[src/hdl/mbtcp_pkg.sv]
// Shared types and constants for the Modbus TCP request parser.
// Holds parse phase codes, result kinds, function codes and the result record.
// No dependencies.
`timescale 1ns / 1ps

package mbtcp_pkg;

    localparam int CFG_INDEX_W = 1;
    localparam int CFG_DATA_W  = 64;
    localparam int FIFO_DEPTH  = 4;
    localparam int FIFO_PTR_W  = $clog2(FIFO_DEPTH);
    localparam int FIFO_CNT_W  = FIFO_PTR_W + 1;

    localparam logic [CFG_INDEX_W-1:0] REG_UNIT_ADDRESS    = 1'd0;
    localparam logic [CFG_INDEX_W-1:0] REG_VALID_CODE_MASK = 1'd1;

    localparam logic [7:0]  UNIT_ADDRESS_RESET    = 8'd0;
    localparam logic [63:0] VALID_CODE_MASK_RESET = 64'd8487038;

    localparam logic [7:0] FC_WRITE_COILS     = 8'd15;
    localparam logic [7:0] FC_WRITE_REGISTERS = 8'd16;
    localparam logic [7:0] FC_READ_WRITE_REGS = 8'd23;

    localparam logic [1:0] KIND_DATA     = 2'd0;
    localparam logic [1:0] KIND_COMPLETE = 2'd1;
    localparam logic [1:0] KIND_NONSENSE = 2'd2;

    typedef enum logic [17:0] {
        PH_TID_HI  = 18'b000000000000000001,
        PH_TID_LO  = 18'b000000000000000010,
        PH_PROT_HI = 18'b000000000000000100,
        PH_PROT_LO = 18'b000000000000001000,
        PH_LEN_HI  = 18'b000000000000010000,
        PH_LEN_LO  = 18'b000000000000100000,
        PH_UNIT    = 18'b000000000001000000,
        PH_CODE    = 18'b000000000010000000,
        PH_W1_HI   = 18'b000000000100000000,
        PH_W1_LO   = 18'b000000001000000000,
        PH_W2_HI   = 18'b000000010000000000,
        PH_W2_LO   = 18'b000000100000000000,
        PH_W3_HI   = 18'b000001000000000000,
        PH_W3_LO   = 18'b000010000000000000,
        PH_W4_HI   = 18'b000100000000000000,
        PH_W4_LO   = 18'b001000000000000000,
        PH_COUNT   = 18'b010000000000000000,
        PH_DATA    = 18'b100000000000000000
    } phase_t;

    typedef struct packed {
        logic [1:0]  kind;
        logic        last_of_run;
        logic [15:0] transaction_id;
        logic [7:0]  function_code;
        logic [15:0] first_value;
        logic [15:0] second_value;
        logic [15:0] third_value;
        logic [15:0] fourth_value;
        logic [7:0]  byte_count;
        logic [7:0]  data_out;
    } result_t;

endpackage

[src/hdl/modbus_tcp_request_parser.sv]
// Modbus TCP request parser top level: byte-wide state machine and result queue.
// Depends on mbtcp_pkg.
//
// Usage: bytes of a request stream enter on the in_valid/in_ready channel with
// data_byte and chunk_end; one transfer carries one byte. Results leave on the
// out_valid/out_ready channel, one result record per transfer. A byte causes
// zero, one or two results (the last data byte of a request is followed by a
// request-complete result).
// Each result is written into the result queue when its byte is taken.
// Throughput: one byte per cycle while in_ready is high; the result queue drains
// one record per cycle while out_ready is high, so a request's final data byte
// yields two records, absorbed by the four-entry result queue. in_ready is high
// while at least two queue entries are free.
// Configuration: cfg_we writes unit_address (index 0) or valid_code_mask
// (index 1) from cfg_data; the user must write only while the block is idle,
// which the block itself does not enforce. Reset: the parser returns to the
// transaction id phase; held fields and queue clear; registers get defaults.
// Stall: while out_ready is low, results stay queued; once the queue holds
// more than two entries, in_ready drops until the receiver takes results.
`timescale 1ns / 1ps

module modbus_tcp_request_parser
    import mbtcp_pkg::*;
(
    input  logic                   clk,
    input  logic                   rst_n,
    input  logic                   cfg_we,
    input  logic [CFG_INDEX_W-1:0] cfg_index,
    input  logic [CFG_DATA_W-1:0]  cfg_data,
    input  logic                   in_valid,
    output logic                   in_ready,
    input  logic [7:0]             data_byte,
    input  logic                   chunk_end,
    output logic                   out_valid,
    input  logic                   out_ready,
    output logic [1:0]             kind,
    output logic                   last_of_run,
    output logic [15:0]            transaction_id,
    output logic [7:0]             function_code,
    output logic [15:0]            first_value,
    output logic [15:0]            second_value,
    output logic [15:0]            third_value,
    output logic [15:0]            fourth_value,
    output logic [7:0]             byte_count,
    output logic [7:0]             data_out
);

    logic [7:0]  unit_address_reg;
    logic [63:0] valid_code_mask_reg;

    phase_t      phase_reg, phase_next;
    logic        dropping_reg, dropping_next;
    logic [15:0] held_transaction_reg, held_transaction_next;
    logic [7:0]  held_code_reg, held_code_next;
    logic [7:0]  high_byte_hold_reg, high_byte_hold_next;
    logic [15:0] held_words_reg [4];
    logic [15:0] held_words_next [4];
    logic [7:0]  held_count_reg, held_count_next;
    logic [7:0]  bytes_left_reg, bytes_left_next;

    result_t                fifo_reg [FIFO_DEPTH];
    logic [FIFO_PTR_W-1:0]  wptr_reg, rptr_reg;
    logic [FIFO_CNT_W-1:0]  count_reg, count_next;

    logic        take;
    logic        pop;
    logic [1:0]  n_push;
    logic [1:0]  kind0, kind1;
    logic [7:0]  data0;
    logic        last0;
    logic [7:0]  bytes_dec;
    logic        code_ok;
    result_t     res0, res1, head;

    assign in_ready = (count_reg < FIFO_CNT_W'(FIFO_DEPTH - 1));
    assign take     = in_valid && in_ready;
    assign out_valid = (count_reg != '0);
    assign pop      = out_valid && out_ready;

    always_ff @(posedge clk or negedge rst_n)
    begin
        if (!rst_n)
        begin
            unit_address_reg    <= UNIT_ADDRESS_RESET;
            valid_code_mask_reg <= VALID_CODE_MASK_RESET;
        end
        else if (cfg_we)
        begin
            case (cfg_index)
                REG_UNIT_ADDRESS:    unit_address_reg    <= cfg_data[7:0];
                REG_VALID_CODE_MASK: valid_code_mask_reg <= cfg_data;
                default:             ;
            endcase
        end
    end

    assign bytes_dec = bytes_left_reg - 8'd1;
    assign code_ok   = (data_byte[7:6] == 2'b00) && valid_code_mask_reg[data_byte[5:0]];

    always_comb
    begin
        phase_next            = phase_reg;
        dropping_next         = dropping_reg;
        held_transaction_next = held_transaction_reg;
        held_code_next        = held_code_reg;
        high_byte_hold_next   = high_byte_hold_reg;
        held_words_next       = held_words_reg;
        held_count_next       = held_count_reg;
        bytes_left_next       = bytes_left_reg;
        n_push                = 2'd0;
        kind0                 = KIND_COMPLETE;
        kind1                 = KIND_COMPLETE;
        data0                 = 8'd0;
        last0                 = 1'b1;

        if (dropping_reg)
        begin
            if (chunk_end)
                dropping_next = 1'b0;
        end
        else
        begin
            case (phase_reg)
                PH_TID_LO:
                begin
                    held_transaction_next = {held_transaction_reg[15:8], data_byte};
                    phase_next = PH_PROT_HI;
                end
                PH_PROT_HI: phase_next = PH_PROT_LO;
                PH_PROT_LO: phase_next = PH_LEN_HI;
                PH_LEN_HI:  phase_next = PH_LEN_LO;
                PH_LEN_LO:  phase_next = PH_UNIT;
                PH_UNIT:
                begin
                    if (data_byte != unit_address_reg)
                    begin
                        phase_next    = PH_TID_HI;
                        dropping_next = !chunk_end;
                    end
                    else
                        phase_next = PH_CODE;
                end
                PH_CODE:
                begin
                    if (code_ok)
                    begin
                        held_code_next = data_byte;
                        phase_next     = PH_W1_HI;
                    end
                    else
                    begin
                        n_push        = 2'd1;
                        kind0         = KIND_NONSENSE;
                        phase_next    = PH_TID_HI;
                        dropping_next = !chunk_end;
                    end
                end
                PH_W1_HI:
                begin
                    high_byte_hold_next = data_byte;
                    phase_next = PH_W1_LO;
                end
                PH_W2_HI:
                begin
                    high_byte_hold_next = data_byte;
                    phase_next = PH_W2_LO;
                end
                PH_W3_HI:
                begin
                    high_byte_hold_next = data_byte;
                    phase_next = PH_W3_LO;
                end
                PH_W4_HI:
                begin
                    high_byte_hold_next = data_byte;
                    phase_next = PH_W4_LO;
                end
                PH_W1_LO:
                begin
                    held_words_next[0] = {high_byte_hold_reg, data_byte};
                    phase_next = PH_W2_HI;
                end
                PH_W2_LO:
                begin
                    held_words_next[1] = {high_byte_hold_reg, data_byte};
                    if (held_code_reg == FC_READ_WRITE_REGS)
                        phase_next = PH_W3_HI;
                    else if (held_code_reg == FC_WRITE_COILS
                             || held_code_reg == FC_WRITE_REGISTERS)
                        phase_next = PH_COUNT;
                    else
                    begin
                        n_push     = 2'd1;
                        phase_next = PH_TID_HI;
                    end
                end
                PH_W3_LO:
                begin
                    held_words_next[2] = {high_byte_hold_reg, data_byte};
                    phase_next = PH_W4_HI;
                end
                PH_W4_LO:
                begin
                    held_words_next[3] = {high_byte_hold_reg, data_byte};
                    phase_next = PH_COUNT;
                end
                PH_COUNT:
                begin
                    held_count_next = data_byte;
                    bytes_left_next = data_byte;
                    if (data_byte == 8'd0)
                    begin
                        n_push     = 2'd1;
                        phase_next = PH_TID_HI;
                    end
                    else
                        phase_next = PH_DATA;
                end
                PH_DATA:
                begin
                    kind0           = KIND_DATA;
                    data0           = data_byte;
                    bytes_left_next = bytes_dec;
                    if (bytes_dec == 8'd0)
                    begin
                        n_push     = 2'd2;
                        last0      = 1'b0;
                        phase_next = PH_TID_HI;
                    end
                    else
                        n_push = 2'd1;
                end
                default:
                begin
                    held_transaction_next = {data_byte, held_transaction_reg[7:0]};
                    phase_next = PH_TID_LO;
                end
            endcase
        end
    end

    always_comb
    begin
        res0.kind           = kind0;
        res0.last_of_run    = last0;
        res0.transaction_id = held_transaction_next;
        res0.function_code  = held_code_next;
        res0.first_value    = held_words_next[0];
        res0.second_value   = held_words_next[1];
        res0.third_value    = held_words_next[2];
        res0.fourth_value   = held_words_next[3];
        res0.byte_count     = held_count_next;
        res0.data_out       = data0;
        res1                = res0;
        res1.kind           = kind1;
        res1.last_of_run    = 1'b1;
        res1.data_out       = 8'd0;
    end

    always_ff @(posedge clk or negedge rst_n)
    begin
        if (!rst_n)
        begin
            phase_reg            <= PH_TID_HI;
            dropping_reg         <= 1'b0;
            held_transaction_reg <= '0;
            held_code_reg        <= '0;
            high_byte_hold_reg   <= '0;
            held_count_reg       <= '0;
            bytes_left_reg       <= '0;
            for (int i = 0; i < 4; i++)
                held_words_reg[i] <= '0;
        end
        else if (take)
        begin
            phase_reg            <= phase_next;
            dropping_reg         <= dropping_next;
            held_transaction_reg <= held_transaction_next;
            held_code_reg        <= held_code_next;
            high_byte_hold_reg   <= high_byte_hold_next;
            held_count_reg       <= held_count_next;
            bytes_left_reg       <= bytes_left_next;
            held_words_reg       <= held_words_next;
        end
    end

    assign count_next = count_reg
                        + (take ? FIFO_CNT_W'(n_push) : '0)
                        - FIFO_CNT_W'(pop);

    always_ff @(posedge clk or negedge rst_n)
    begin
        if (!rst_n)
        begin
            wptr_reg  <= '0;
            rptr_reg  <= '0;
            count_reg <= '0;
        end
        else
        begin
            count_reg <= count_next;
            if (pop)
                rptr_reg <= rptr_reg + FIFO_PTR_W'(1);
            if (take)
                wptr_reg <= wptr_reg + FIFO_PTR_W'(n_push);
        end
    end

    always_ff @(posedge clk)
    begin
        if (take && n_push != 2'd0)
            fifo_reg[wptr_reg] <= res0;
        if (take && n_push == 2'd2)
            fifo_reg[wptr_reg + FIFO_PTR_W'(1)] <= res1;
    end

    assign head           = fifo_reg[rptr_reg];
    assign kind           = head.kind;
    assign last_of_run    = head.last_of_run;
    assign transaction_id = head.transaction_id;
    assign function_code  = head.function_code;
    assign first_value    = head.first_value;
    assign second_value   = head.second_value;
    assign third_value    = head.third_value;
    assign fourth_value   = head.fourth_value;
    assign byte_count     = head.byte_count;
    assign data_out       = head.data_out;

    a_count_bound: assert property (@(posedge clk) disable iff (!rst_n)
        count_reg <= FIFO_CNT_W'(FIFO_DEPTH))
        else $error("result queue overflow");

    a_phase_onehot: assert property (@(posedge clk) disable iff (!rst_n)
        $onehot(phase_reg))
        else $error("parse phase not one-hot");

    a_drop_phase: assert property (@(posedge clk) disable iff (!rst_n)
        dropping_reg |-> phase_reg == PH_TID_HI)
        else $error("dropping outside transaction id phase");

    a_nonsense_head: assert property (@(posedge clk) disable iff (!rst_n)
        out_valid && kind == KIND_NONSENSE |-> last_of_run && data_out == 8'd0)
        else $error("nonsense result malformed");

    a_push_room: assert property (@(posedge clk) disable iff (!rst_n)
        take && n_push == 2'd2 |=> count_reg >= FIFO_CNT_W'(1))
        else $error("double push lost");

endmodule

[config.mk]
export PLATFORM = sky130hd
export DESIGN_NAME = modbus_tcp_request_parser
export DESIGN_NICKNAME = d
export VERILOG_FILES = /design/src/hdl/mbtcp_pkg.sv /design/src/hdl/modbus_tcp_request_parser.sv
export SDC_FILE = /design/constraint.sdc
export NUM_CORES = 1
export LEC_CHECK = 0
export ABC_AREA = 1
export BUFFER_PORTS_ARGS = -buffer_cell sky130_fd_sc_hd__buf_2
export CORE_MARGIN = 1
export CORE_UTILIZATION = 35
export DETAILED_ROUTE_END_ITERATION = 16
export SETUP_SLACK_MARGIN = 0.4
export SYNTH_ARGS = -nofsm -noshare
export SYNTH_HDL_FRONTEND = slang
export SYNTH_SLANG_ARGS = --single-unit
[constraint.sdc]
create_clock -name clk -period 4.84 [get_ports clk]
set_input_delay 0.968 -clock clk [delete_from_list [all_inputs] [get_ports clk]]
set_output_delay 0.968 -clock clk [all_outputs]
set_load 0.05 [all_outputs]
# Word-level counts from Yosys, hierarchy flattened
# Memories as Yosys holds them, arrays and structs flattened.
# Cells that the tools add are included.
[word_totals]
memories = 1
in_bits = 79
out_inout_bits = 109
word_cells = 117
ramBits = 428
reg_bits = 210
[classes]
muxes = 47
n_eq_ne = 23
bitwise_logic = 2
n_lt_le_gt_ge = 2
n_reduce_logical = 20
n_addsub = 6
[memory_table]
columns = ["memory", "words", "width", "read_ports", "rd_ports_with_merged_regs", "write_ports", "line", "source"]
rows = [
  ["fifo_reg", 4, 107, 1, 0, 2, "modbus_tcp_request_parser.sv:61", "result_t fifo_reg [FIFO_DEPTH];"],
]
[ops]
columns = ["op", "n"]
rows = [
  ["$pmux 18 s17", 1],
  ["$mux 16", 5],
  ["$mux 64", 1],
  ["$mux 8", 8],
  ["$mux 18", 3],
  ["$pmux 16 s2", 1],
  ["$eq 18x10->1 const B", 1],
  ["$eq 18x11->1 const B", 1],
  ["$eq 18x12->1 const B", 1],
  ["$eq 18x13->1 const B", 1],
  ["$eq 18x14->1 const B", 1],
  ["$eq 18x15->1 const B", 1],
  ["$eq 18x16->1 const B", 1],
  ["$eq 18x17->1 const B", 1],
  ["$eq 18x18->1 const B", 1],
  ["$eq 18x2->1 const B", 1],
  ["$eq 18x3->1 const B", 1],
  ["$eq 18x4->1 const B", 1],
  ["$eq 18x5->1 const B", 1],
  ["$eq 18x6->1 const B", 1],
  ["$eq 18x7->1 const B", 1],
  ["$eq 18x8->1 const B", 1],
  ["$eq 18x9->1 const B", 1],
  ["$mux 17", 1],
  ["32 further kinds", 63],
]

# Logic depth before layout (Yosys ltp)
# Gate-level depths: netlist of run 1.
[depth]
ltp_word = 10
ltp_mapped = 23
depth_no_buf = 22

# Worst setup path after synthesis of run 1
# No wires, ideal clock.
[synth_timing]
path_type = "input to register"
start = "input port data_byte[0]"
end = "memory fifo_reg[3][100] (netlist name) (enable)"
n_path_buf = 4
setup_ns = 0.458
required_ns = 4.382
arrival_time_ns = 4.686
path_slack_ns = -0.304
cell_stages = 19
path_cell_list = "buf_4 > buf_4 > nand2_1 > nand3_1 > nand3_1 > nand2_1 > nand2_1 > nand3_1 > nand3_1 > nand2_1 > nand2_2 > nand2_1 > nand3_2 > nand3_4 > nand2_8 > nand2_4 > buf_4 > buf_6 > nand2_1"
[synth_rtl]
columns = ["item", "line", "source"]
rows = [
  ["start, declared", "modbus_tcp_request_parser.sv:32", "input logic [7:0] data_byte,"],
  ["end, declared", "modbus_tcp_request_parser.sv:61", ""],
]

# Worst setup path after layout of run 1
[layout_timing]
start = "register rptr_reg[0]"
end = "output port function_code[3]"
[layout_between]
elab_chain_len = 1
[layout_lines]
columns = ["item", "line", "source"]
rows = [
  ["start, declared", "modbus_tcp_request_parser.sv:62", "logic [FIFO_PTR_W-1:0] wptr_reg, rptr_reg;"],
  ["start signal, assigned", "modbus_tcp_request_parser.sv:303", "rptr_reg <= rptr_reg + FIFO_PTR_W'(1);"],
  ["$mem_v2 4x107", "-", ""],
  ["end, declared", "modbus_tcp_request_parser.sv:39", "output logic [7:0] function_code,"],
]
# Every way passes these cells.

==> summary.txt, run 1 <==
Pwr
  – Pleak: 0.0137 uW
  – Power per cell area: 555 nW/um2
  – Worst vdd ir: 0.360 mV

Job
  – Max-Cap Viols: 0

STA
  – Peak Freq: 251 MHz
  – Final setup TNS: 0 ns
  – Clock Skew: 0.0368 ns
  – Max-slew violations: 0
  – Final hold viol count: 0
  – Final min period: 3.99 ns
  – Relative slew slack: 0.286
  – RSZ-0062 raised after global routing: false
  – Tightest Pin Transition: 1.07 ns
  – Final setup vio count: 0
  – Period utilisation layout: 0.824

Clock network
  – Clk buf depth: 3
  – CTS Sinks: 638
  – TritonCTS buffer count: 72
  – CTS tree: built
  – Worst-path clk slew: 0.06 ns
  – Post-CTS setup buffers: 0
  – PostCTS Resize Cnt: 0
  – H-tree depth: 3
  – Clock latency on the worst-skew pair: 0.64 ns
  – Root buffer cell: clkbuf_16
  – CTS Hold Bufs: 0

Global route
  – Global-route wire length before repair: 137000 um
  – Initial antenna violation count: 3
  – Gr ovfl total: 0
  – Tot GR Track Use: 0.206
  – Largest net degree at the start of global routing: 117
  – Vias in the first global route: 22150

Finish
  – Layout Nets: 3215
  – Final std cells w/o fill: 4320
  – Util after Layout: 0.407
  – Layout cells sized above 1: 0.171
  – Commonest non-fill, non-tap cell in the layout: o21ai_0
  – Most frequent cells in the layout: o21ai_0 (394), a21oi_1 (386), edfxtp_1 (384)
  – Synth-to-Final Area Change: 14.7%
  – Max reg flops: 428

Yosys
  – Synth top area cells: edfxtp_1 (39%), dfrtp_1 (17%), o21ai_0 (6.6%), a21oi_1 (6.5%), nand2_1 (4.9%)
  – EDFF count, synth: 384
  – Synth top area share: 0.386
  – Cell count after synthesis: 3048
  – Post-synth ARST share: 0.329
  – Netlist cell types: 53
  – Syn nets: 3134
  – Synthesized cell area: 29900 um2
  – Post-synth top flop: edfxtp_1
  – Top cell type by total area after synthesis: edfxtp_1
  – Seq/Total Area, Yosys: 0.592
  – Synthesized flop and latch total: 638
  – Syn_area_per_cell: 9.79 um2
  – Warnings, synthesis: 0

Drt
  – Final wirelength: 89800 um
  – Starting DRT DRC Count: 2200
  – DR vias: 23285
  – Post-route ant nets: 0
  – DRT Pass-1 Iters: 5
  – Drt via density: 5.39
  – Drc violations: 0
  – Mean routed wirelength per cell: 20.8 um

Critical path
  – Crit path max-delay cell type: dfrtp_4
  – Worst reg2reg path depth: 12
  – Crit path DAT: 3.02 ns
  – Minimum setup slack among reg-to-reg paths: 0.99 ns
  – Worst Path Max Fanout: 59
  – Max incr delay on CP: 0.70 ns
  – Worst R2R Start: phase_reg[9]$_DFFE_PN0P_
  – Crit end category: output pin
  – CP cell instances: inv_6 -> buf_4 -> o21ai_0 -> o22ai_1 -> buf_2
  – Startpoint type of the worst setup path: flop
  – Worst Path Required: 3.87 ns
  – Delay-heaviest family, CP: buffers and inverters
  – Crit path kind: flop to output pin
  – RR Endpoint: fifo_reg[3][94]$_DFFE_PP_
  – Buf/Inv on CP: 3

Die
  – Chip height: 294 um
  – Die ar.: 86500 um2
  – Num rows: 106
  – Initial Util: 0.355
  – Die Wd: 294 um
  – I/O pin total: 188
  – CORE AREA: 84100 um2

Place
  – DP Wirelength: 52400 um
  – RD Place Congestion: 0.919
  – Dpl cells: 4189
  – Number of port buffers: 187

Outcome
  – Status: complete, no violations

Min path
  – HP Class: input port to async pin
==> kinds of logic (layout without fill, tap and decap cells) <==
group           count (synthesis)  in the layout  synth area share
fa+ha+maj                       7              7           0.00319
flops                         638            638             0.592
mux                            75             75            0.0278
xor+xnor                       18             18           0.00528
compound gates                975            975             0.177
other cells                     0              1                 0
simple gates                  939            939             0.138
buf+inv                       396            533            0.0570
==> worst reg2reg max path, delay by kind of cell (launching register included) <==
kind	cells	cell delay (ns)
buffers and inverters	1	0.34
AND/OR/NAND/NOR	11	2.74
flip-flops	1	0.45
==> report_power, final <==
part           switching, uW  leakage (uW)  internal, uW
clock                   2260       0.00115          3300
sequential               253       0.00743          6000
combinational           5560       0.00508          1630
total                   8070        0.0137         10900
==> worst max path at each step <==
stage,start,endpoint,slack (ns),depth (start not counted)
floorplan,data_byte[0],fifo_reg[3][100]$_DFFE_PP_,0.65,19
global placement,data_byte[0],fifo_reg[3][87]$_DFFE_PP_,0.38,20
detailed placement,data_byte[0],fifo_reg[3][70]$_DFFE_PP_,0.32,18
CTS,rptr_reg[0]$_DFFE_PN0P_,second_value[2],0.82,5
global route,data_byte[0],fifo_reg[3][94]$_DFFE_PP_,0.64,18
finish,rptr_reg[0]$_DFFE_PN0P_,function_code[3],0.85,5
==> through the flow <==
| step | area (um2) | power, uW | worst slack [ns] | hold WS [ns] |
|---|---|---|---|---|
| 6_report | 34200 | 19000 | 0.850 | 0.387 |
| 5_1_grt | 34200 | 19900 | 0.642 | 0.457 |
| 4_1_cts | 34200 | 19100 | 0.817 | 0.448 |
| 3_5_place_dp | 31900 | 13600 | 0.316 | 0.441 |
| 3_3_place_gp | 31900 | 13600 | 0.384 | 0.435 |
| 2_1_floorplan | 29900 | 11400 | 0.653 | 0.424 |
==> area by class of cell <==
class / count / area, um2
clock inverter: 25 / 354
antenna: 1 / 2.50
timing repair buffer: 247 / 1630
inverter: 156 / 593
tap: 1134 / 1420
fill: 8263 / 49800
multi-input combinational: 2014 / 10500
sequential: 638 / 17700
clock buffer: 105 / 2030
==> synth_stat cells, types with 29 or more instances <==
| cell type | instances |
|---|---|
| clkbuf_1 | 156 |
| a21oi_2 | 58 |
| nor2_1 | 305 |
| dfrtp_1 | 200 |
| a21oi_1 | 386 |
| o22ai_1 | 115 |
| o21ai_0 | 394 |
| mux2_2 | 64 |
| inv_1 | 135 |
| nand2_1 | 389 |
| dfxtp_1 | 44 |
| buf_2 | 54 |
| nand3_1 | 145 |
| edfxtp_1 | 384 |
| nand4_1 | 29 |
==> routing by layer <==
metal	routed length, um	GRT usage	vias up
met5	24	0	-
met4	2140	0.0565	4
met3	7650	0.0489	135
met2	40400	0.320	919
met1	39700	0.288	11314
li1	-	-	10913
Power figures use the tool's default switching activity.
==> inputs of run 2 (changes only) <==
ABC_AREA = 0   (was 1)
clock period = 3.52 ns   (was 4.84 ns; I/O delays follow)
==> run 2 against run 1 <==
Effect of this change:
- critical path depth up 8
- clock skew increased by 0.0053 ns
- flip-flop and latch count unchanged
- worst hold slack got worse by 0.33 ns
- core utilization rose by 6.9 points
- non-clock buffer count up 246
- global-route usage decreased by 0.71 points
- design area grew 15%
- sequential power up 34%
- count of clock-buffer cells in the layout fell by 14
- setup slack worse by 0.59 ns
- routed wire length up 6.6%
- largest cell class unchanged
==> summary.txt, run 2 <==
Clock network
  – H-tree depth: 3 (unchanged)
  – CTS tree: built (unchanged)
  – TritonCTS buffer count: 71 (was 72)
  – CTS Hold Bufs: 0 (unchanged)
  – Clock latency on the worst-skew pair: 0.65 ns (was 0.64 ns)
  – CTS Sinks: 638 (unchanged)
  – Root buffer cell: clkbuf_16 (unchanged)
  – Worst-path clk slew: 0.07 ns (was 0.06 ns)
  – Clk buf depth: 3 (unchanged)

Yosys
  – Synth top area cells: edfxtp_1 (39%), dfrtp_1 (17%), mux4_2 (8.8%), mux2_2 (5.3%), a211oi_1 (4.9%) (was edfxtp_1 (39%), dfrtp_1 (17%), o21ai_0 (6.6%), a21oi_1 (6.5%), nand2_1 (4.9%))
  – Warnings, synthesis: 0 (unchanged)
  – Synth top area share: 0.393 (was 0.386)
  – EDFF count, synth: 384 (unchanged)
  – Cell count after synthesis: 2067 (was 3048)
  – Syn nets: 2153 (was 3134)
  – Seq/Total Area, Yosys: 0.602 (was 0.592)
  – Post-synth top flop: edfxtp_1 (unchanged)
  – Synth cell count leaders: edfxtp_1 (384), dfrtp_1 (200), a211oi_1 (193) (was o21ai_0 (394), nand2_1 (389), a21oi_1 (386))
  – Syn_area_per_cell: 14.2 um2 (was 9.79 um2)
  – Synthesized cell area: 29400 um2 (was 29900 um2)
  – Post-synth ARST share: 0.329 (unchanged)
  – Count leader, synth: edfxtp_1 (was o21ai_0)
  – Synthesized flop and latch total: 638 (unchanged)
  – Top cell type by total area after synthesis: edfxtp_1 (unchanged)
  – Netlist cell types: 78 (was 53)

Pwr
  – Worst vdd ir: 0.557 mV (was 0.360 mV)
  – Pleak: 0.0127 uW (was 0.0137 uW)
  – Power per cell area: 494 nW/um2 (was 555 nW/um2)

Global route
  – Largest net degree at the start of global routing: 85 (was 117)
  – Gr ovfl total: 0 (unchanged)
  – Global-route wire length before repair: 129000 um (was 137000 um)
  – Vias in the first global route: 20254 (was 22150)
  – Tot GR Track Use: 0.199 (was 0.206)
  – Initial antenna violation count: 6 (was 3)

Die
  – Num rows: 105 (was 106)
  – CORE AREA: 82500 um2 (was 84100 um2)
  – I/O pin total: 188 (unchanged)
  – Die ar.: 85100 um2 (was 86500 um2)
  – Die Wd: 292 um (was 294 um)
  – Chip height: 292 um (was 294 um)
  – Initial Util: 0.356 (was 0.355)

Critical path
  – Worst Path Max Fanout: 7 (was 59)
  – Worst Path Required: 3.90 ns (was 3.87 ns)
  – Crit path kind: flop to flop (was flop to output pin)
  – Worst reg2reg path depth: 13 (was 12)
  – Crit path DAT: 3.64 ns (was 3.02 ns)
  – Startpoint type of the worst setup path: flop (unchanged)
  – Crit end category: flop (was output pin)

STA
  – Final min period: 3.26 ns
  – Relative slew slack: 0.207 (was 0.286)
  – Final hold viol count: 0 (unchanged)
  – Clock Skew: 0.0420 ns (was 0.0368 ns)
  – Max-slew violations: 0 (unchanged)
  – Peak Freq: 307 MHz
  – RSZ-0062 raised after global routing: true (was false)
  – Final setup vio count: 0 (unchanged)
  – Tightest Pin Transition: 1.19 ns (was 1.07 ns)
  – Period utilisation layout: 0.925

Finish
  – Layout Nets: 2516 (was 3215)
  – Max reg flops: 428 (unchanged)
  – Layout cells sized above 1: 0.474 (was 0.171)
  – Synth-to-Final Area Change: 33.6% (was 14.7%)
  – Final Instance Area: 39300 um2 (was 34200 um2)
  – Most frequent cells in the layout: edfxtp_1 (384), dfrtp_1 (197), buf_2 (185) (was o21ai_0 (394), a21oi_1 (386), edfxtp_1 (384))
  – Layout fillers: 7008 (was 8263)
  – Final std cells w/o fill: 3559 (was 4320)
  – Commonest non-fill, non-tap cell in the layout: edfxtp_1 (was o21ai_0)

Min path
  – HP Class: input port to async pin (unchanged)

Place
  – Number of port buffers: 187 (unchanged)
  – DP Wirelength: 51300 um (was 52400 um)
  – Placed cell area: 32700 um2 (was 31900 um2)
  – Dpl cells: 3280 (was 4189)
  – RD Place Congestion: 0.833 (was 0.919)

Drt
  – Starting DRT DRC Count: 1921 (was 2200)
  – Post-route ant nets: 0 (unchanged)
  – Drc violations: 0 (unchanged)
  – Final wirelength: 95800 um (was 89800 um)
  – DRT Pass-1 Iters: 6 (was 5)
  – DR vias: 20744 (was 23285)
  – Drt via density: 5.83 (was 5.39)
  – Mean routed wirelength per cell: 26.9 um (was 20.8 um)

Job
  – Max-Cap Viols: 0 (unchanged)

Outcome
  – Status: complete, no violations (unchanged)
## run 2: cell count changes after synthesis, sizes merged, moves of 16 or more
cell    change
o21ai     -338
a21oi     -238
nor2      -277
nand4      -16
mux4      +115
nand3     -134
clkbuf     -25
a211oi    +192
inv       -138
o22ai     -113
mux2i     +119
mux2       +75
nand2     -293
## run 2: final cells by class
| cell class | count | area [um2] | area share |
|---|---|---|---|
| multi-input cells | 1210 | 12200 | 0.310 |
| diodes | 3 | 7.51 | 0.000191 |
| flip-flops and latches | 638 | 17700 | 0.451 |
| inverters | 16 | 67.6 | 0.00172 |
| clock buffers | 91 | 1860 | 0.0474 |
| well taps | 1070 | 1340 | 0.0341 |
| clock inverters | 38 | 459 | 0.0117 |
| repair buffers | 493 | 5670 | 0.144 |
## run 2: final timing paths
kind / startpoint / endpoint / slack, ns
setup / recovery: bytes_left_reg[0]$_DFFE_PN0P_ / fifo_reg[0][13]$_DFFE_PP_ / 0.26
hold / removal: rst_n / bytes_left_reg[6]$_DFFE_PN0P_ / 0.06
setup reg to reg: bytes_left_reg[0]$_DFFE_PN0P_ / fifo_reg[0][13]$_DFFE_PP_ / 0.26
hold reg to reg: fifo_reg[2][4]$_SDFFE_PP0P_ / fifo_reg[2][4]$_SDFFE_PP0P_ / 0.46
max in group asynchronous: rst_n / held_words_reg[63]$_DFFE_PN0P_ / 2.49
min in group clk: chunk_end / dropping_reg$_DFFE_PN0P_ / 0.29
## run 2: cell families after synthesis
family,synth area share
AO/OA/AOI/OAI,0.121
buffers and inverters,0.0345
AND/OR/NAND/NOR,0.0474
XOR/XNOR,0.00596
adder cells (fa/ha/maj),0.00324
multiplexers,0.186
flip-flops,0.602
## run 2: where the power goes
| part | internal (uW) | switching [uW] | leakage [uW] |
|---|---|---|---|
| clock network | 4190 | 3220 | 0.00112 |
| logic | 1550 | 2060 | 0.00586 |
| registers | 8160 | 221 | 0.00569 |
| total | 13900 | 5500 | 0.0127 |
## run 2: per-stage QoR
| stage | util | TNS, ns | power (uW) | hold slack [ns] | setup WS (ns) |
|---|---|---|---|---|---|
| floorplan | - | -250.30 | 10700 | 0.408 | -1.27 |
| global placement | 0.396 | -105.41 | 11700 | 0.443 | -0.330 |
| detailed placement | 0.396 | -147.68 | 11800 | 0.455 | -0.468 |
| CTS | 0.434 | 0 | 19400 | 0.0756 | 0.305 |
| global route | 0.476 | 0 | 20100 | 0.0819 | 0.168 |
| finish | 0.476 | 0 | 19400 | 0.0557 | 0.264 |
## run 2: layer usage
metal	vias up	global-route usage	wire (um)
li1	8840	-	-
met1	10752	0.260	38600
met4	0	0.0503	2780
met2	982	0.343	47000
met5	-	0	0
met3	170	0.0336	7390
## run 2: what timing repair did
action,CTS,global route
setup buffers,31,39
gates cloned,9,68
pin swaps,8,196
resized for setup,62,332
endpoints found under the setup margin,872,801
## run 2: critical path: stages, from the launching register on
cell	delay [ns]
dfrtp_1	0.39
inv_2	0.09
ha_4	0.14
or3b_4	0.37
o31a_1	0.35
nor4_4	0.27
nand2b_4	0.22
a21oi_4	0.07
buf_4	0.18
o31ai_4	0.18
buf_6	0.18
clkbuf_16	0.21
nand2_8	0.15
clkbuf_16	0.22
